`src/hw/rtl/mce_pkg.sv`:
```
`timescale 1ns / 1ps

package mce_pkg;

    localparam int LBA_W = 32;
    localparam int HEADS_W = 9;
    localparam int SECT_W = 6;
    localparam int DIV_STAGES = LBA_W;
    localparam int IN_W = 72;
    localparam int OUT_W = 112;
    localparam int ADDR_W = 3;

    localparam logic [7:0] PTYPE_UNUSED = 8'h00;
    localparam logic [1:0] CYL_HI_SAT = 2'b11;
    localparam logic [7:0] CYL_LOW_SAT = 8'hff;
    localparam logic [8:0] HEAD_LIMIT = 9'd256;
    localparam logic [6:0] SECT_LIMIT = 7'd64;
    localparam logic [LBA_W-1:0] CYL_LIMIT = 32'd1024;

    localparam logic HEADS_REG_SEL = 1'b0;
    localparam logic SECT_REG_SEL = 1'b1;

    // Pipeline control shared by the lanes
    typedef struct packed {
        logic en;
    } pipe_ctrl_t;

    // Packed CHS triple: head, sector byte, cylinder low
    typedef struct packed {
        logic [7:0] cyl_low;
        logic [7:0] sect_byte;
        logic [7:0] head;
    } chs_t;

    // Build the CHS bytes from the divider results
    function automatic chs_t pack_chs(
        input logic [HEADS_W-1:0] heads,
        input logic [SECT_W-1:0] sects,
        input logic [SECT_W-1:0] sect_rem,
        input logic [HEADS_W-1:0] head,
        input logic [LBA_W-1:0] cyl
    );
        chs_t res;
        logic [6:0] sec;
        logic [HEADS_W-1:0] hm1;
        sec = {1'b0, sect_rem} + 7'd1;
        hm1 = heads - {{(HEADS_W-1){1'b0}}, 1'b1};
        if (heads == '0 || sects == '0) begin
            res = '0;
        end else if (head < HEAD_LIMIT && sec < SECT_LIMIT && cyl < CYL_LIMIT) begin
            res.head = head[7:0];
            res.sect_byte = {cyl[9:8], sec[5:0]};
            res.cyl_low = cyl[7:0];
        end else begin
            res.head = hm1[7:0];
            res.sect_byte = {CYL_HI_SAT, sects};
            res.cyl_low = CYL_LOW_SAT;
        end
        return res;
    endfunction

endpackage

```
`src/hw/rtl/mce_div.sv`:
```
`timescale 1ns / 1ps

// Restoring divider, one quotient bit per stage
module mce_div (
    input  logic                          aclk,
    input  mce_pkg::pipe_ctrl_t           ctrl,
    input  logic [mce_pkg::LBA_W-1:0]     dividend,
    input  logic [mce_pkg::HEADS_W-1:0]   divisor,
    output logic [mce_pkg::LBA_W-1:0]     quotient,
    output logic [mce_pkg::HEADS_W-1:0]   remainder
);

    logic [mce_pkg::HEADS_W-1:0] rem_reg [mce_pkg::DIV_STAGES];
    logic [mce_pkg::LBA_W-1:0]   num_reg [mce_pkg::DIV_STAGES];

    genvar k;
    generate
        for (k = 0; k < mce_pkg::DIV_STAGES; k++) begin : g_stage
            logic [mce_pkg::HEADS_W-1:0] rem_in;
            logic [mce_pkg::LBA_W-1:0]   num_in;
            logic [mce_pkg::HEADS_W:0]   trial;
            logic [mce_pkg::HEADS_W:0]   diff;
            logic                        ge;

            if (k == 0) begin : g_first
                assign rem_in = '0;
                assign num_in = dividend;
            end else begin : g_next
                assign rem_in = rem_reg[k-1];
                assign num_in = num_reg[k-1];
            end

            // Shift in the next dividend bit and try the subtract
            always_comb begin
                trial = {rem_in, num_in[mce_pkg::LBA_W-1]};
                diff = trial - {1'b0, divisor};
                ge = (trial >= {1'b0, divisor});
            end

            always_ff @(posedge aclk) begin
                if (ctrl.en) begin
                    rem_reg[k] <= ge ? diff[mce_pkg::HEADS_W-1:0]
                                     : trial[mce_pkg::HEADS_W-1:0];
                    num_reg[k] <= {num_in[mce_pkg::LBA_W-2:0], ge};
                end
            end
        end
    endgenerate

    assign quotient = num_reg[mce_pkg::DIV_STAGES-1];
    assign remainder = rem_reg[mce_pkg::DIV_STAGES-1];

endmodule

```
`src/hw/rtl/mce_chs_lane.sv`:
```
`timescale 1ns / 1ps

// One sector number to sector remainder, head and cylinder
module mce_chs_lane (
    input  logic                          aclk,
    input  mce_pkg::pipe_ctrl_t           ctrl,
    input  logic [mce_pkg::LBA_W-1:0]     lba,
    input  logic [mce_pkg::HEADS_W-1:0]   heads,
    input  logic [mce_pkg::SECT_W-1:0]    sects,
    output logic [mce_pkg::SECT_W-1:0]    sect_rem,
    output logic [mce_pkg::HEADS_W-1:0]   head,
    output logic [mce_pkg::LBA_W-1:0]     cyl
);

    logic [mce_pkg::LBA_W-1:0]   track;
    logic [mce_pkg::HEADS_W-1:0] rem1;
    logic [mce_pkg::SECT_W-1:0]  srem_reg [mce_pkg::DIV_STAGES];

    // Track number and sector within track
    mce_div u_div_sect (
        .aclk      (aclk),
        .ctrl      (ctrl),
        .dividend  (lba),
        .divisor   ({{(mce_pkg::HEADS_W-mce_pkg::SECT_W){1'b0}}, sects}),
        .quotient  (track),
        .remainder (rem1)
    );

    // Cylinder and head within cylinder
    mce_div u_div_head (
        .aclk      (aclk),
        .ctrl      (ctrl),
        .dividend  (track),
        .divisor   (heads),
        .quotient  (cyl),
        .remainder (head)
    );

    // Hold the sector remainder alongside the second divider
    always_ff @(posedge aclk) begin
        if (ctrl.en) begin
            srem_reg[0] <= rem1[mce_pkg::SECT_W-1:0];
            for (int i = 1; i < mce_pkg::DIV_STAGES; i++) begin
                srem_reg[i] <= srem_reg[i-1];
            end
        end
    end

    assign sect_rem = srem_reg[mce_pkg::DIV_STAGES-1];

endmodule

```
`config.mk`:
```
export PLATFORM = sky130hd
export DESIGN_NAME = mce_chs_lane
export DESIGN_NICKNAME = d
export VERILOG_FILES = /design/src/hw/rtl/mce_pkg.sv /design/src/hw/rtl/mce_div.sv /design/src/hw/rtl/mce_chs_lane.sv
export SDC_FILE = /design/constraint.sdc
export NUM_CORES = 2
export LEC_CHECK = 0
export BUFFER_PORTS_ARGS = -buffer_cell sky130_fd_sc_hd__buf_2
export CORE_UTILIZATION = 60
export CTS_BUF_LIST = sky130_fd_sc_hd__clkbuf_4 sky130_fd_sc_hd__clkbuf_8
export CTS_CLUSTER_SIZE = 24
export DETAILED_ROUTE_END_ITERATION = 16
export PLACE_DENSITY = 0.8
export SLEW_MARGIN = 20
export SYNTH_ARGS = -nofsm -noshare
export SYNTH_HDL_FRONTEND = slang
export SYNTH_SLANG_ARGS = --single-unit
```
`constraint.sdc`:
```
create_clock -name aclk -period 9.88 [get_ports aclk]
set_input_delay 1.482 -clock aclk [delete_from_list [all_inputs] [get_ports aclk]]
set_output_delay 1.482 -clock aclk [all_outputs]
set_load 0.05 [all_outputs]
```
; ---- Word-level counts from Yosys, hierarchy flattened
; Memories as Yosys holds them, arrays and structs flattened.
; Cells that the tools add are included.
[totals]
ff_bits = 0
mem_bits_rw = 2816
inputBits = 49
output_inout_bits = 47
elab_cells = 199
mem_count = 5
[memory_table]
columns = memory, words, word_bits, rd, rd_ports_with_merged_regs, write_ports, line
row1 = u_div_head.num_reg, 32, 32, 32, 0, 32, mce_div.sv:14  ; logic [mce_pkg::LBA_W-1:0] num_reg [mce_pkg::DIV_STAGES];
row2 = u_div_sect.num_reg, 32, 32, 32, 0, 32, mce_div.sv:14
row3 = u_div_head.rem_reg, 32, 9, 32, 0, 32, mce_div.sv:13  ; logic [mce_pkg::HEADS_W-1:0] rem_reg [mce_pkg::DIV_STAGES];
row4 = u_div_sect.rem_reg, 32, 9, 32, 0, 32, mce_div.sv:13
row5 = srem_reg, 32, 6, 32, 0, 32, mce_chs_lane.sv:17  ; logic [mce_pkg::SECT_W-1:0] srem_reg [mce_pkg::DIV_STAGES];
[classes]
add_sub_neg = 64
magnitude_cmp = 64
muxes = 66
[op_table]
columns = cell, count
row1 = $mux W9, 64
row2 = $ge A10 B6 Y1, 31
row3 = $ge A10 B9 Y1, 31
row4 = $sub A9 B6 Y9, 31
row5 = $sub A9 B9 Y9, 31
row6 = $ge A1 B9 Y1, 1
row7 = $sub A1 B9 Y9, 1
row8 = $sub A1 B6 Y7, 1
row9 = $ge A1 B6 Y1, 1
row10 = $mux W1, 2

; ---- Depth between registers and ports, before layout
; An unclocked memory read counts as a cell.
[logic_depth]
ltp_word = 3
depth_mapped = 12
depth_no_buf = 11

; ---- Cells and area by module
; Synthesis repeated with hierarchy kept, for this count alone.
[hier_totals]
cells_unflattened = 6737
hier_area_um2 = 115094.1
[modules_own_cells]
columns = module, n_inst, cells_each, area_each_um2, seq_area_each_um2
row1 = mce_div at u_div_head, 1, 3264, 54752.5, 39397.8
row2 = mce_div at u_div_sect, 1, 3274, 54527.3, 39397.8
row3 = mce_chs_lane, 1, 199, 5814.3, 5765.5

; ---- Worst setup path after synthesis
; OpenSTA, ideal clock, no wires.
[synth_path]
path_type = in2reg
start = input heads[1] (netlist name)
end = memory u_div_head.rem_reg[2][1] (netlist name) (data pin)
setup_time_ns = 0.260
arrival_ns = 5.004
t_required_ns = 9.620
setup_slack_ns = 4.616
stages = 9
path_buffers = 1
cell_sequence = inv_1 -> fa_1 -> a211oi_1 -> o21bai_1 -> a21oi_1 -> nor2_1 -> o32a_1 -> clkbuf_1 -> mux2_2
[synth_lines]
columns = item, line
row1 = start: declaration, mce_chs_lane.sv:8  ; input logic [mce_pkg::HEADS_W-1:0] heads,
row2 = end: declaration, mce_div.sv:13

==> flow_metrics.py <==
metrics = {
    "layout": {
        "final_area_um2": 123000,
        "final_cell_mix": "2811 x edfxtp_1, 469 x ha_1, 437 x clkbuf_8, 348 x a21oi_1, 318 x nand2_1",
        "syn_to_final_growth_pct": 11.2,
        "final_cells": 9772,
        "layout.cells.most_common": "edfxtp_1",
        "seqCellArea_um2": 84400,
        "multi_input_area_um2": 24800,
        "fin_nets": 7554,
        "layout-drive-gt1-share_pct": 14.4,
        "fillers": 11900,
    },
    "setup_path": {
        "ff2ff_path_depth": 9,
        "path_buf_inv": 3,
        "path_cells": "buf_2 -> inv_1 -> buf_4 -> ha_1 -> and3_1 -> a221oi_2 -> a21oi_1 -> or4_1 -> mux2_4",
        "arrival_ns": 4.98,
        "slowest_delay_ns": 0.78,
        "cp-start-kind": "input pin",
        "cp-end-kind": "register",
        "path_depth": 9,
        "cp.required_ns": 10.69,
        "path_max_fanout": 19,
        "path_delay_family": "buffers and inverters",
        "path_class": "input pin to register",
        "slowest_stage": "or4_1",
    },
    "grt": {
        "grt_pass1_wl_mm": 273,
        "grt_remaining_overflow": 0,
        "grt_max_degree": 202,
        "grtUsageTotal_pct": 18.2,
        "grt_pass1_vias": 54400,
        "antenna_found_initial": 2,
    },
    "timing": {
        "max_freq_ghz": 0.239,
        "hold_viol": 0,
        "fin_skew_ns": 0.0753,
        "max_slew_margin_pct": 28.5,
        "tightest_slew_ns": 1.07,
        "final.setup.tns_ns": 0,
        "whs_ns": 0.349,
        "finalSetupViolations": 0,
        "finalCriticalPeriod_ns": 4.18,
        "drv_slew": 0,
        "rsz0062_at_grt": "no",
        "finalCritPeriodShare_pct": 42.3,
    },
    "floorplanning": {
        "rows": 157,
        "start_util_pct": 60.4,
        "fp.dieArea_um2": 186000,
        "die_w_um": 431,
        "die_y_um": 431,
        "core_um2": 183000,
        "ioPinCount": 96,
    },
    "placement": {
        "post-dp-hpwl_mm": 98.2,
        "io_buffers": 95,
        "gp_congestion": 0.845,
        "dpl.cell_count": 9003,
        "placed_area_um2": 114000,
    },
    "run_status": {
        "status": "finished clean",
    },
    "cts": {
        "cts_buffer_depth": 4,
        "cts_setup_buffers": 0,
        "cts_hold_buf": 0,
        "clock_latency_ns": 1.09,
        "cts_inserted_buffers": 433,
        "cts_htree_levels": 5,
        "clkSlewWorstSetupHoldPaths_ns": 0.06,
        "root_buffer": "clkbuf_8",
        "ctsResizeCount": 0,
        "cts_tree": "done",
        "cts.sinks": 2811,
    },
    "detailed_routing": {
        "viasPerCell": 5.53,
        "finalWirelength_mm": 169,
        "drt_iter0_drc": 3887,
        "vias": 54000,
        "drt_pass1_iterations": 6,
        "drc_errors": 0,
        "postRouteAntennaNets": 0,
        "wire_per_inst_um": 17.3,
    },
    "logic_synthesis": {
        "synth_cells": 6455,
        "syn-cell-area_um2": 111000,
        "synthArstFlopShare_pct": 0,
        "avgSynthCellArea_um2": 17.1,
        "ys.flop_type": "edfxtp_1",
        "yosysTopAreaCellShare_pct": 76.3,
        "yosys_warnings": 0,
        "syn_nets": 7035,
        "synthTopCellsByArea": "edfxtp_1 76%, ha_1 5.3%, mux2_2 2.1%, xnor2_1 1.7%, a21oi_1 1.6%",
        "synth.largest_area_cell": "edfxtp_1",
        "synth_seq_cells": 2811,
        "ys_seq_area_share_pct": 76.3,
        "synth_edf_count": 2811,
        "ys_types": 66,
    },
    "pwr": {
        "irDropWorstVdd_uv": 187,
        "power_density_nw_per_um2": 267,
        "switching_share_pct": 26.9,
        "combPwrFrac_pct": 21.7,
        "p_seq_share_pct": 49.4,
        "fin_total_pwr_mw": 32.8,
        "p_int_mw": 24.0,
        "p_leak_nw": 44.2,
        "switchingPower_mw": 8.83,
        "clock_power_share_pct": 28.9,
    },
    "min_path": {
        "hold_path_class": "register to register",
        "hold_depth": 0,
    },
    "job": {
        "maxCapViolations": 0,
    },
}
## final timing paths
path	from	end	slack, ns
max	heads[3]	u_div_head.rem_reg[30][3]	5.70
min	u_div_sect.num_reg[0][291]	u_div_sect.num_reg[0][324]	0.35
max reg2reg	u_div_head.num_reg[29][31]	u_div_head.rem_reg[30][3]	6.63
min reg2reg	u_div_sect.num_reg[0][291]	u_div_sect.num_reg[0][324]	0.35
## metal layers
metal,up-vias,track usage [%],routed length (um)
met2,1233,30.2,83100
li1,26000,-,-
met1,26400,23.7,72900
met3,459,3.37,7440
met4,0,7.95,5930
met5,-,0,0
## stage by stage
stage	utilization, %	setup WS [ns]
after global placement	62.5	4.71
after detailed placement	62.5	4.63
after global routing	67.2	5.63
after floorplan	-	4.62
final	67.2	5.70
after CTS	67.1	5.80
## logic make-up (layout without fill, tap and decap cells)
logic type      Yosys count  in the layout  share of synthesized area, %
buf+inv                 359           1202                          1.28
flops                  2811           2811                          76.3
xor+xnor                307            307                          2.43
mux                     258            258                          2.60
fa+ha+maj               531            531                          6.43
other cells               0             10                             0
compound gates         1070           1070                          6.07
simple gates           1119           1119                          4.88
## cell usage after synthesis, types with 51 or more instances
| cell type | instances |
|---|---|
| nand2_1 | 318 |
| nor3_1 | 136 |
| nor2b_1 | 71 |
| xnor2_1 | 218 |
| o21ai_0 | 245 |
| inv_1 | 303 |
| fa_1 | 62 |
| nor2_1 | 258 |
| a21boi_0 | 51 |
| ha_1 | 469 |
| mux2_2 | 206 |
| a21o_1 | 122 |
| edfxtp_1 | 2811 |
| a21oi_1 | 348 |
| nand3_1 | 110 |
| xor2_1 | 89 |
## cell type report
cell class                      instances  share of cell area (%)
Clock inverter                        202                    1.29
Clock buffer                          557                    5.62
Inverter                              307                   0.939
Tap cell                             2464                    2.51
Timing Repair Buffer                  136                   0.792
Multi-Input combinational cell       3285                    20.2
Antenna cell                           10                  0.0204
Sequential cell                      2811                    68.6
## power by group through the flow
stage | Combinational, mW | Clock, mW | Sequential [mW]
2_1_floorplan | 5.58 | 0 | 16.2
3_3_place_gp | 6.77 | 0 | 16.4
3_5_place_dp | 7.05 | 0 | 16.4
4_1_cts | 7.12 | 9.78 | 16.2
5_1_grt | 7.96 | 10.3 | 16.4
6_report | 7.12 | 9.48 | 16.2
(Power assumes the default switching activity.)
